<file path="config.mk">
export PLATFORM = sky130hd
export DESIGN_NAME = rover_command_drive_controller_unit_flat
export DESIGN_NICKNAME = d
export VERILOG_FILES = /design/src/sv/rcdc_pkg.sv /design/src/sv/rcdc_in_if.sv /design/src/sv/rcdc_out_if.sv /design/src/sv/rcdc_step.sv /design/src/sv/rover_command_drive_controller_unit.sv /design/src/flat_wrapper.sv
export SDC_FILE = /design/constraint.sdc
export NUM_CORES = 1
export LEC_CHECK = 0
export ABC_AREA = 0
export ABC_CLOCK_PERIOD_IN_PS = 8060
export BUFFER_PORTS_ARGS = -buffer_cell sky130_fd_sc_hd__buf_4
export CAP_MARGIN = 5
export CORE_MARGIN = 5
export CORE_UTILIZATION = 40
export DETAILED_ROUTE_END_ITERATION = 8
export PLACE_DENSITY_LB_ADDON = 0.3
export SLEW_MARGIN = 20
export SYNTH_ARGS = -nofsm -noshare
export SYNTH_HDL_FRONTEND = slang
export SYNTH_SLANG_ARGS = --single-unit
</file>
<file path="constraint.sdc">
create_clock -name i_clk -period 8.06 [get_ports i_clk]
set_clock_uncertainty 0.2 [all_clocks]
set_input_delay 0.806 -clock i_clk [delete_from_list [all_inputs] [get_ports i_clk]]
set_output_delay 0.806 -clock i_clk [all_outputs]
set_load 0.01 [all_outputs]
</file>
<file path="src/sv/rcdc_pkg.sv">
// Types, codes and constants of the rover drive controller.
package rcdc_pkg;

    // Field widths.
    localparam int FUNC_W   = 2;
    localparam int BYTE_W   = 8;
    localparam int DIST_W   = 10;
    localparam int DIR_W    = 3;
    localparam int SPEED_W  = 7;
    localparam int CUE_W    = 3;
    localparam int MEV_W    = 2;
    localparam int AGE_W    = 8;
    localparam int CFG_IDX_W  = 1;
    localparam int CFG_DATA_W = 10;

    // Event kinds.
    typedef enum logic [FUNC_W-1:0] {
        FUNC_TICK  = 2'd0,
        FUNC_CMD   = 2'd1,
        FUNC_RANGE = 2'd2
    } t_func;

    // Drive directions, also used as motor commands.
    typedef enum logic [DIR_W-1:0] {
        DIR_STOP   = 3'd0,
        DIR_FWD    = 3'd1,
        DIR_BACK   = 3'd2,
        DIR_TURN_L = 3'd3,
        DIR_TURN_R = 3'd4
    } t_dir;

    // Buzzer cues.
    typedef enum logic [CUE_W-1:0] {
        CUE_NONE        = 3'd0,
        CUE_ALERT       = 3'd1,
        CUE_STARTUP     = 3'd2,
        CUE_MODE_SWITCH = 3'd3,
        CUE_REVERSE     = 3'd4
    } t_cue;

    // Mode change events.
    typedef enum logic [MEV_W-1:0] {
        MEV_NONE     = 2'd0,
        MEV_AUTONOMY = 2'd1,
        MEV_MANUAL   = 2'd2
    } t_mev;

    // Drive modes.
    typedef enum logic {
        MODE_MANUAL = 1'b0,
        MODE_AUTO   = 1'b1
    } t_mode;

    // Configuration register indexes.
    localparam logic [CFG_IDX_W-1:0] CFG_SAFETY_STOP = 1'd0;
    localparam logic [CFG_IDX_W-1:0] CFG_HB_TIMEOUT  = 1'd1;

    // Reset values and fixed numbers.
    localparam logic [DIST_W-1:0]  SAFETY_STOP_RESET = 10'd20;
    localparam logic [AGE_W-1:0]   HB_TIMEOUT_RESET  = 8'd20;
    localparam logic [SPEED_W-1:0] SPEED_RESET       = 7'd50;
    localparam logic [SPEED_W-1:0] SPEED_STEP        = 7'd10;
    localparam logic [SPEED_W-1:0] SPEED_PLUS_LIMIT  = 7'd90;
    localparam logic [SPEED_W-1:0] SPEED_FULL        = 7'd100;
    localparam logic [DIST_W-1:0]  DIST_RESET        = 10'd400;

    // Command characters.
    localparam logic [BYTE_W-1:0] CASE_MASK = 8'hDF;
    localparam logic [BYTE_W-1:0] CH_F      = "F";
    localparam logic [BYTE_W-1:0] CH_M      = "M";
    localparam logic [BYTE_W-1:0] CH_W      = "W";
    localparam logic [BYTE_W-1:0] CH_S      = "S";
    localparam logic [BYTE_W-1:0] CH_A      = "A";
    localparam logic [BYTE_W-1:0] CH_Q      = "Q";
    localparam logic [BYTE_W-1:0] CH_D      = "D";
    localparam logic [BYTE_W-1:0] CH_E      = "E";
    localparam logic [BYTE_W-1:0] CH_P      = "P";
    localparam logic [BYTE_W-1:0] CH_PLUS   = "+";
    localparam logic [BYTE_W-1:0] CH_MINUS  = "-";
    localparam logic [BYTE_W-1:0] CH_0      = "0";
    localparam logic [BYTE_W-1:0] CH_9      = "9";

    // One input event.
    typedef struct packed {
        logic [FUNC_W-1:0] func;
        logic [BYTE_W-1:0] cmd_byte;
        logic [DIST_W-1:0] range_cm;
    } t_in_item;

    // Configuration registers.
    typedef struct packed {
        logic [DIST_W-1:0] safety_stop_cm;
        logic [AGE_W-1:0]  hb_timeout;
    } t_cfg;

    // Controller state.
    typedef struct packed {
        t_mode              mode;
        t_dir               dir;
        logic [SPEED_W-1:0] speed;
        logic [AGE_W-1:0]   age;
        logic [DIST_W-1:0]  last_cm;
    } t_state;

    // One result.
    typedef struct packed {
        logic               motor_valid;
        t_dir               motor_cmd;
        logic [SPEED_W-1:0] motor_speed;
        t_cue               buzzer_cue;
        t_mev               mode_event;
        t_mode              mode_now;
        t_dir               direction_now;
    } t_result;

endpackage

</file>
<file path="src/sv/rcdc_in_if.sv">
// Event channel of the rover drive controller.
interface rcdc_in_if import rcdc_pkg::*; ();
    logic              valid;
    logic              ready;
    logic [FUNC_W-1:0] func;
    logic [BYTE_W-1:0] cmd_byte;
    logic [DIST_W-1:0] range_cm;

    modport source (output valid, func, cmd_byte, range_cm, input ready);
    modport sink   (input valid, func, cmd_byte, range_cm, output ready);
endinterface

</file>
<file path="src/sv/rcdc_out_if.sv">
// Result channel of the rover drive controller.
interface rcdc_out_if import rcdc_pkg::*; ();
    logic               valid;
    logic               ready;
    logic               motor_valid;
    logic [DIR_W-1:0]   motor_cmd;
    logic [SPEED_W-1:0] motor_speed;
    logic [CUE_W-1:0]   buzzer_cue;
    logic [MEV_W-1:0]   mode_event;
    logic               mode_now;
    logic [DIR_W-1:0]   direction_now;

    modport source (output valid, motor_valid, motor_cmd, motor_speed, buzzer_cue,
                    mode_event, mode_now, direction_now, input ready);
    modport sink   (input valid, motor_valid, motor_cmd, motor_speed, buzzer_cue,
                    mode_event, mode_now, direction_now, output ready);
endinterface

</file>
<file path="src/sv/rcdc_step.sv">
// Single-event step logic: next controller state and the result of one event.
module rcdc_step import rcdc_pkg::*; (
    input  t_state   i_state,
    input  t_cfg     i_cfg,
    input  t_in_item i_item,
    output t_state   o_state,
    output t_result  o_res
);

    always_comb begin
        t_state             s;
        t_result            r;
        logic               run_hb;
        logic               speed_change;
        logic               fwd_blocked;
        logic               is_digit;
        logic [BYTE_W-1:0]  upper;
        logic [SPEED_W-1:0] digit_speed;

        s            = i_state;
        r            = '0;
        run_hb       = 1'b0;
        speed_change = 1'b0;
        upper        = i_item.cmd_byte & CASE_MASK;
        is_digit     = (i_item.cmd_byte >= CH_0) && (i_item.cmd_byte <= CH_9);
        digit_speed  = (i_item.cmd_byte[3:0] == 4'd0) ? SPEED_FULL
                     : 7'(7'(i_item.cmd_byte[3:0]) * SPEED_STEP);
        // The distance does not change on a command event.
        fwd_blocked  = (i_state.last_cm == '0) || (i_state.last_cm <= i_cfg.safety_stop_cm);

        case (i_item.func)
            FUNC_TICK: begin
                run_hb = 1'b1;
            end
            FUNC_CMD: begin
                s.age  = '0;
                run_hb = 1'b1;
                if (upper == CH_F) begin
                    // Enter autonomy mode and stop.
                    s.mode        = MODE_AUTO;
                    s.dir         = DIR_STOP;
                    r.motor_valid = 1'b1;
                    r.buzzer_cue  = CUE_STARTUP;
                    r.mode_event  = MEV_AUTONOMY;
                    run_hb        = 1'b0;
                end else if (upper == CH_M) begin
                    // Enter manual mode and stop.
                    s.mode        = MODE_MANUAL;
                    s.dir         = DIR_STOP;
                    r.motor_valid = 1'b1;
                    r.buzzer_cue  = CUE_MODE_SWITCH;
                    r.mode_event  = MEV_MANUAL;
                    run_hb        = 1'b0;
                end else begin
                    if (is_digit) begin
                        s.speed      = digit_speed;
                        speed_change = 1'b1;
                    end
                    // Motion and speed step commands.
                    case (upper)
                        CH_W: begin
                            r.motor_valid = 1'b1;
                            if (fwd_blocked) begin
                                s.dir        = DIR_STOP;
                                r.buzzer_cue = CUE_ALERT;
                            end else begin
                                s.dir         = DIR_FWD;
                                r.motor_cmd   = DIR_FWD;
                                r.motor_speed = s.speed;
                            end
                        end
                        CH_S: begin
                            s.dir         = DIR_BACK;
                            r.motor_valid = 1'b1;
                            r.motor_cmd   = DIR_BACK;
                            r.motor_speed = s.speed;
                            r.buzzer_cue  = CUE_REVERSE;
                        end
                        CH_A, CH_Q: begin
                            s.dir         = DIR_TURN_L;
                            r.motor_valid = 1'b1;
                            r.motor_cmd   = DIR_TURN_L;
                            r.motor_speed = s.speed;
                        end
                        CH_D, CH_E: begin
                            s.dir         = DIR_TURN_R;
                            r.motor_valid = 1'b1;
                            r.motor_cmd   = DIR_TURN_R;
                            r.motor_speed = s.speed;
                        end
                        CH_P: begin
                            s.dir         = DIR_STOP;
                            r.motor_valid = 1'b1;
                        end
                        default: begin
                            if (i_item.cmd_byte == CH_PLUS) begin
                                if (s.speed <= SPEED_PLUS_LIMIT) begin
                                    s.speed = s.speed + SPEED_STEP;
                                end
                                speed_change = 1'b1;
                            end else if (i_item.cmd_byte == CH_MINUS) begin
                                if (s.speed >= SPEED_STEP) begin
                                    s.speed = s.speed - SPEED_STEP;
                                end
                                speed_change = 1'b1;
                            end
                        end
                    endcase
                    // Reissue the current motion at the new speed, or stop with an alert if forward is blocked.
                    if (speed_change && (s.dir != DIR_STOP)) begin
                        r.motor_valid = 1'b1;
                        if ((s.dir == DIR_FWD) && fwd_blocked) begin
                            s.dir         = DIR_STOP;
                            r.motor_cmd   = DIR_STOP;
                            r.motor_speed = '0;
                            r.buzzer_cue  = CUE_ALERT;
                            run_hb        = 1'b0;
                        end else begin
                            r.motor_cmd   = s.dir;
                            r.motor_speed = s.speed;
                        end
                    end
                end
            end
            FUNC_RANGE: begin
                // A zero sample reads as the far default distance.
                s.last_cm = (i_item.range_cm == '0) ? DIST_RESET : i_item.range_cm;
                if (s.last_cm <= i_cfg.safety_stop_cm) begin
                    s.dir         = DIR_STOP;
                    r.motor_valid = 1'b1;
                    r.motor_cmd   = DIR_STOP;
                    r.motor_speed = '0;
                end
            end
            default: begin
            end
        endcase

        // Heartbeat: in autonomy mode the drive stops once commands go stale.
        if (run_hb && (s.mode == MODE_AUTO)) begin
            if (s.age < i_cfg.hb_timeout) begin
                s.age = s.age + 8'd1;
            end
            if (s.age >= i_cfg.hb_timeout) begin
                s.dir         = DIR_STOP;
                r.motor_valid = 1'b1;
                r.motor_cmd   = DIR_STOP;
                r.motor_speed = '0;
            end
        end

        r.mode_now      = s.mode;
        r.direction_now = s.dir;
        o_state         = s;
        o_res           = r;
    end

endmodule

</file>
<file path="src/sv/rover_command_drive_controller_unit.sv">
// Rover command and drive controller top level. It takes one event beat per clock cycle while
// the result channel is not stalled, and gives one result beat per event. An accepted event is
// held in the input register, the step logic computes the result and the next controller state
// from it, and both are written together into the result register, which offers the result,
// and the state register, so the following event already sees the updated state. The
// combinational step from the input register to the result register sets the rate of one
// event per cycle; a stalled result holds one further event in the input register.
// Configuration writes take effect at the next edge and are meant for times when no event is
// in flight.
module rover_command_drive_controller_unit import rcdc_pkg::*; (
    input  logic                  i_clk,
    input  logic                  i_rst_n,
    rcdc_in_if.sink               i_in,
    rcdc_out_if.source            o_out,
    input  logic                  i_cfg_we,
    input  logic [CFG_IDX_W-1:0]  i_cfg_index,
    input  logic [CFG_DATA_W-1:0] i_cfg_wdata
);

    logic     r_in_valid;
    t_in_item r_in;
    logic     r_out_valid;
    t_result  r_res;
    t_state   r_state;
    t_cfg     r_cfg;

    logic     w_adv;
    logic     w_in_ready;
    t_state   n_state;
    t_result  n_res;

    // The input register moves on when the result register is free or drained.
    assign w_adv      = r_in_valid && (!r_out_valid || o_out.ready);
    assign w_in_ready = i_rst_n && (!r_in_valid || w_adv);
    assign i_in.ready = w_in_ready;

    rcdc_step u_rcdc_step (
        .i_state (r_state),
        .i_cfg   (r_cfg),
        .i_item  (r_in),
        .o_state (n_state),
        .o_res   (n_res)
    );

    // Configuration registers.
    always_ff @(posedge i_clk) begin
        if (!i_rst_n) begin
            r_cfg.safety_stop_cm <= SAFETY_STOP_RESET;
            r_cfg.hb_timeout     <= HB_TIMEOUT_RESET;
        end else if (i_cfg_we) begin
            case (i_cfg_index)
                CFG_SAFETY_STOP: r_cfg.safety_stop_cm <= i_cfg_wdata;
                CFG_HB_TIMEOUT:  r_cfg.hb_timeout     <= i_cfg_wdata[AGE_W-1:0];
                default: begin
                end
            endcase
        end
    end

    // Input register valid flag.
    always_ff @(posedge i_clk) begin
        if (!i_rst_n) begin
            r_in_valid <= 1'b0;
        end else if (w_in_ready) begin
            r_in_valid <= i_in.valid;
        end
    end

    // Input register payload.
    always_ff @(posedge i_clk) begin
        if (w_in_ready && i_in.valid) begin
            r_in.func     <= i_in.func;
            r_in.cmd_byte <= i_in.cmd_byte;
            r_in.range_cm <= i_in.range_cm;
        end
    end

    // Controller state, updated as each event is stepped.
    always_ff @(posedge i_clk) begin
        if (!i_rst_n) begin
            r_state.mode    <= MODE_MANUAL;
            r_state.dir     <= DIR_STOP;
            r_state.speed   <= SPEED_RESET;
            r_state.age     <= HB_TIMEOUT_RESET;
            r_state.last_cm <= DIST_RESET;
        end else if (w_adv) begin
            r_state <= n_state;
        end
    end

    // Result register valid flag.
    always_ff @(posedge i_clk) begin
        if (!i_rst_n) begin
            r_out_valid <= 1'b0;
        end else if (w_adv) begin
            r_out_valid <= 1'b1;
        end else if (o_out.ready) begin
            r_out_valid <= 1'b0;
        end
    end

    // Result register payload.
    always_ff @(posedge i_clk) begin
        if (w_adv) begin
            r_res <= n_res;
        end
    end

    assign o_out.valid         = r_out_valid;
    assign o_out.motor_valid   = r_res.motor_valid;
    assign o_out.motor_cmd     = r_res.motor_cmd;
    assign o_out.motor_speed   = r_res.motor_speed;
    assign o_out.buzzer_cue    = r_res.buzzer_cue;
    assign o_out.mode_event    = r_res.mode_event;
    assign o_out.mode_now      = r_res.mode_now;
    assign o_out.direction_now = r_res.direction_now;

endmodule

</file>
<file path="src/flat_wrapper.sv">
// flat-port wrapper written by rule: the top's interface ports become plain ports
module rover_command_drive_controller_unit_flat import rcdc_pkg::*;
  (i_clk, i_rst_n, i_cfg_we, i_cfg_index, i_cfg_wdata, i_in_valid, i_in_func, i_in_cmd_byte, i_in_range_cm, i_in_ready, o_out_valid, o_out_motor_valid, o_out_motor_cmd, o_out_motor_speed, o_out_buzzer_cue, o_out_mode_event, o_out_mode_now, o_out_direction_now, o_out_ready);
  rcdc_in_if i_in_i ();
  rcdc_out_if o_out_i ();
  input  logic i_clk;
  input  logic i_rst_n;
  input  logic i_cfg_we;
  input  logic [CFG_IDX_W-1:0] i_cfg_index;
  input  logic [CFG_DATA_W-1:0] i_cfg_wdata;
  input wire logic [$bits(i_in_i.valid)-1:0] i_in_valid;
  input wire logic [$bits(i_in_i.func)-1:0] i_in_func;
  input wire logic [$bits(i_in_i.cmd_byte)-1:0] i_in_cmd_byte;
  input wire logic [$bits(i_in_i.range_cm)-1:0] i_in_range_cm;
  output wire logic [$bits(i_in_i.ready)-1:0] i_in_ready;
  output wire logic [$bits(o_out_i.valid)-1:0] o_out_valid;
  output wire logic [$bits(o_out_i.motor_valid)-1:0] o_out_motor_valid;
  output wire logic [$bits(o_out_i.motor_cmd)-1:0] o_out_motor_cmd;
  output wire logic [$bits(o_out_i.motor_speed)-1:0] o_out_motor_speed;
  output wire logic [$bits(o_out_i.buzzer_cue)-1:0] o_out_buzzer_cue;
  output wire logic [$bits(o_out_i.mode_event)-1:0] o_out_mode_event;
  output wire logic [$bits(o_out_i.mode_now)-1:0] o_out_mode_now;
  output wire logic [$bits(o_out_i.direction_now)-1:0] o_out_direction_now;
  input wire logic [$bits(o_out_i.ready)-1:0] o_out_ready;
  assign i_in_i.valid = i_in_valid;
  assign i_in_i.func = i_in_func;
  assign i_in_i.cmd_byte = i_in_cmd_byte;
  assign i_in_i.range_cm = i_in_range_cm;
  assign i_in_ready = i_in_i.ready;
  assign o_out_valid = o_out_i.valid;
  assign o_out_motor_valid = o_out_i.motor_valid;
  assign o_out_motor_cmd = o_out_i.motor_cmd;
  assign o_out_motor_speed = o_out_i.motor_speed;
  assign o_out_buzzer_cue = o_out_i.buzzer_cue;
  assign o_out_mode_event = o_out_i.mode_event;
  assign o_out_mode_now = o_out_i.mode_now;
  assign o_out_direction_now = o_out_i.direction_now;
  assign o_out_i.ready = o_out_ready;
  rover_command_drive_controller_unit u_core (.i_clk(i_clk), .i_rst_n(i_rst_n), .i_in(i_in_i), .o_out(o_out_i), .i_cfg_we(i_cfg_we), .i_cfg_index(i_cfg_index), .i_cfg_wdata(i_cfg_wdata));
endmodule
</file>
==> impl_metrics.env <==
export IMPL_synth_area_um2=5550
export IMPL_hold_path_end="u_core.r_cfg[5]$_SDFFE_PN0P_"
export IMPL_placeableCoreArea_um2=13800
export IMPL_slew_at_the_pin_closest_to_its_max_slew_limit_ns=0.951
export IMPL_worst_setup_path_end_kind="register"
export IMPL_worst_path_max_fanout=18
export IMPL_initialDrtViolationCount=410
export IMPL_ys_types=80
export IMPL_post_dp_hpwl_um=10400
export IMPL_netlist_area_leader_share_pct=21.6
export IMPL_hold_buffers=0
export IMPL_maxCapViolations=0
export IMPL_worst_r2r_path_depth=18
export IMPL_regArea_um2=2180
export IMPL_synthesis_nets=697
export IMPL_cts_sink_count=89
export IMPL_worst_reg2reg_endpoint="u_core.o_out.motor_speed[1]$_DFFE_PP_"
export IMPL_final_area_um2=6370
export IMPL_ys_seq_area_share_pct=39.3
export IMPL_worst_ep_required_time_ns=8.05
export IMPL_synth_warnings=0
export IMPL_final_fill_count=1322
export IMPL_multi_input_area_um2=3110
export IMPL_cts_root_buffer_cell="clkbuf_16"
export IMPL_worst_hold_path_type="reg2reg"
export IMPL_htreeDepth=3
export IMPL_die_width_um=128
export IMPL_ys_seq_elements=89
export IMPL_max_clock_freq_mhz=201
export IMPL_total_cell_area_at_the_placement_stage_um2=6080
export IMPL_ys_dominant_reg_cell="dfxtp_1"
export IMPL_ant_nets=0
export IMPL_syn_inst=617
export IMPL_initial_utilization_pct=40.3
export IMPL_number_of_synthesized_flops_with_an_enable_pin=40
export IMPL_clk_pin_slew_worst_paths_ns=0.07
export IMPL_setup_total_negative_slack_ns=0
export IMPL_worstHoldPathCells=2
export IMPL_final_layout_size_suffix_gt1_share_pct=14.0
export IMPL_peakVddDrop_mv=0.109
export IMPL_slew_violations=0
export IMPL_ys_top_cells_by_area="edfxtp_1, dfxtp_1, ha_1"
export IMPL_floorplan_die_area_um2=16300
export IMPL_cts_resized=0
export IMPL_synth_area_leader_cell="edfxtp_1"
export IMPL_rsz0062_at_grt="no"
export IMPL_leak_pwr_nw=2.42
export IMPL_power_density_nw_per_um2=164
export IMPL_layout_cells_most_common="nand2_1"
export IMPL_rr_startpoint="u_core.r_in[19]$_DFFE_PP_"
export IMPL_detail_route_wirelength_um=13700
export IMPL_placement_rows=43
export IMPL_post_cts_repair_setup_buffers=0
export IMPL_most_used_cells_in_the_layout_excluding_fill_and_tap_cells="nand2_1, buf_4, dfxtp_1"
export IMPL_die_h_um=128
export IMPL_pin_count=58
export IMPL_route_detailed_wl_per_inst_um=16.4
export IMPL_detail_route_vias_per_cell=5.59
export IMPL_synth_async_reset_ratio_pct=0
export IMPL_finalCritPeriodShare_pct=61.7
export IMPL_worstPathArrival_ns=4.97
export IMPL_vias=4690
export IMPL_antenna_cells=0
export IMPL_finalSetupViolCount=0
export IMPL_finalHoldViolCount=0
export IMPL_syn2layout_area_growth_pct=14.8
export IMPL_worstSetupPathType="reg2reg"
export IMPL_drt_pass1_iterations=5
export IMPL_groute_usage_overall_pct=17.5
export IMPL_post_route_min_period_ns=4.98
export IMPL_port_buffers=57
export IMPL_hold_start="u_core.r_cfg[5]$_SDFFE_PN0P_"
export IMPL_tritoncts_clock_tree="done"
export IMPL_grt_overflow=0
export IMPL_largest_net_degree_at_the_start_of_global_routing=52
export IMPL_final_net_count=734
export IMPL_mean_cell_area_of_the_mapped_netlist_um2=9.00
export IMPL_run_status="finished, final reports clean"
export IMPL_gpl_final_weighted_congestion=0.885
export IMPL_insertion_delay_ns=0.35
export IMPL_initial_antenna_violation_count=0
export IMPL_first_global_vias=4648
export IMPL_slew_headroom_pct=35.8
export IMPL_clock_tree_buffer_depth=2
export IMPL_cts_made_buffers=9
export IMPL_timing_critical_path_from_type="register"
export IMPL_setup_reg_to_reg_worst_slack_ns=3.08
export IMPL_grt_first_pass_wirelength_um=23100
export IMPL_drc=0
## critical path: stages (launching register included)
cell and delay [ns]:
edfxtp_1 0.39, inv_1 0.09, ha_1 0.54, nor2b_1 0.18, ha_1 0.30, o21ai_0 0.08
a21boi_0 0.11, o41ai_1 0.38, and2_1 0.39, nand4_1 0.21, xnor2_1 0.17, ha_1 0.30
a21o_1 0.16, a2111oi_0 0.37, o21ai_0 0.22, nand2_1 0.19, and3_1 0.30, nand2_1 0.07
a31oi_1 0.16
## through the flow
stage                     setup WS [ns]  instances  utilization [%]  total power [mW]  hold slack [ns]
after floorplan                    3.74        617                -             0.590            0.224
after global placement             3.29        823             44.1             0.633            0.246
after detailed placement           3.17        823             44.1             0.637            0.252
after CTS                          3.12        839             46.3              1.05            0.260
after global routing               2.56        839             46.3              1.09            0.280
final                              3.08        839             46.3              1.04            0.262
## cells by family after synthesis
group | share of synthesized area (%)
adders and majority gates | 10.0
AOI/OAI and AO/OA | 21.2
DFF | 39.3
buffers and inverters | 4.80
and+or+nand+nor | 21.4
muxes | 1.51
xor gates and xnor gates | 1.73
## final cells by class
type	instances	area share (%)
Sequential cell	89	34.2
Multi-Input combinational cell	461	48.7
Clock buffer	13	4.26
Clock inverter	3	0.373
Timing Repair Buffer	58	6.83
Inverter	35	2.06
Tap cell	180	3.53
## sequential cells by signal (all words and copies together), names as in the netlist
signal / flops
u_core.r_cfg: 18
u_core.o_out.buzzer_cue: 3
u_core.o_out.motor_speed: 7
u_core.o_out.motor_valid: 1
u_core.r_in_valid: 1
u_core.r_state: 29
u_core.o_out.mode_event: 2
u_core.o_out.mode_now: 1
u_core.o_out.motor_cmd: 3
u_core.r_in: 20
u_core.o_out.direction_now: 3
u_core.o_out.valid: 1
## per-layer routing
layer | vias to the layer above | track usage, % | wire [um]
met5 | - | 0 | 0
met4 | 0 | 5.62 | 272
met3 | 18 | 3.75 | 671
met2 | 140 | 27.5 | 6210
met1 | 2204 | 24.2 | 6560
li1 | 2328 | - | -
## worst max path at each step
stage	startpoint	end	slack, ns	cells after the start
finish	u_core.r_in[19]$_DFFE_PP_	u_core.o_out.motor_speed[1]$_DFFE_PP_	3.08	18
global route	u_core.r_in[19]$_DFFE_PP_	u_core.o_out.motor_speed[1]$_DFFE_PP_	2.56	17
CTS	u_core.r_in[19]$_DFFE_PP_	u_core.o_out.motor_speed[1]$_DFFE_PP_	3.12	18
detailed placement	u_core.r_in[19]$_DFFE_PP_	u_core.o_out.motor_speed[1]$_DFFE_PP_	3.17	17
global placement	u_core.r_in[19]$_DFFE_PP_	u_core.o_out.motor_speed[1]$_DFFE_PP_	3.29	18
floorplan	u_core.r_in[18]$_DFFE_PP_	u_core.o_out.motor_speed[1]$_DFFE_PP_	3.74	19
## power by group
group | internal (mW) | leakage (nW) | total, mW | switching [mW]
clock network | 0.238 | 0.145 | 0.417 | 0.179
logic | 0.0538 | 1.51 | 0.125 | 0.0714
registers | 0.488 | 0.766 | 0.502 | 0.0136
total | 0.780 | 2.42 | 1.04 | 0.264
## cells in the mapped netlist (all sizes together) (3+ instances only)
master   instances
nor4             6
o211ai          10
or2              4
nand4            9
a31oi            8
nor3b            3
a21oi           29
o41ai            5
nand3           20
o21ai           21
nor3             8
edfxtp          40
o2111ai          4
inv             35
and2             8
and3             6
or4              3
nor2            29
o2bb2ai          3
o21a             8
clkbuf          23
a21o             8
nand2b          11
o311ai           3
ha              43
mux2i            5
o31ai            4
a31o             4
nand2           94
dfxtp           49
a21boi          26
xnor2            9
mux2             3
or3              3
nor2b           20
buf              9
a211oi           7
No activity file was read; power rests on OpenSTA's default activity.
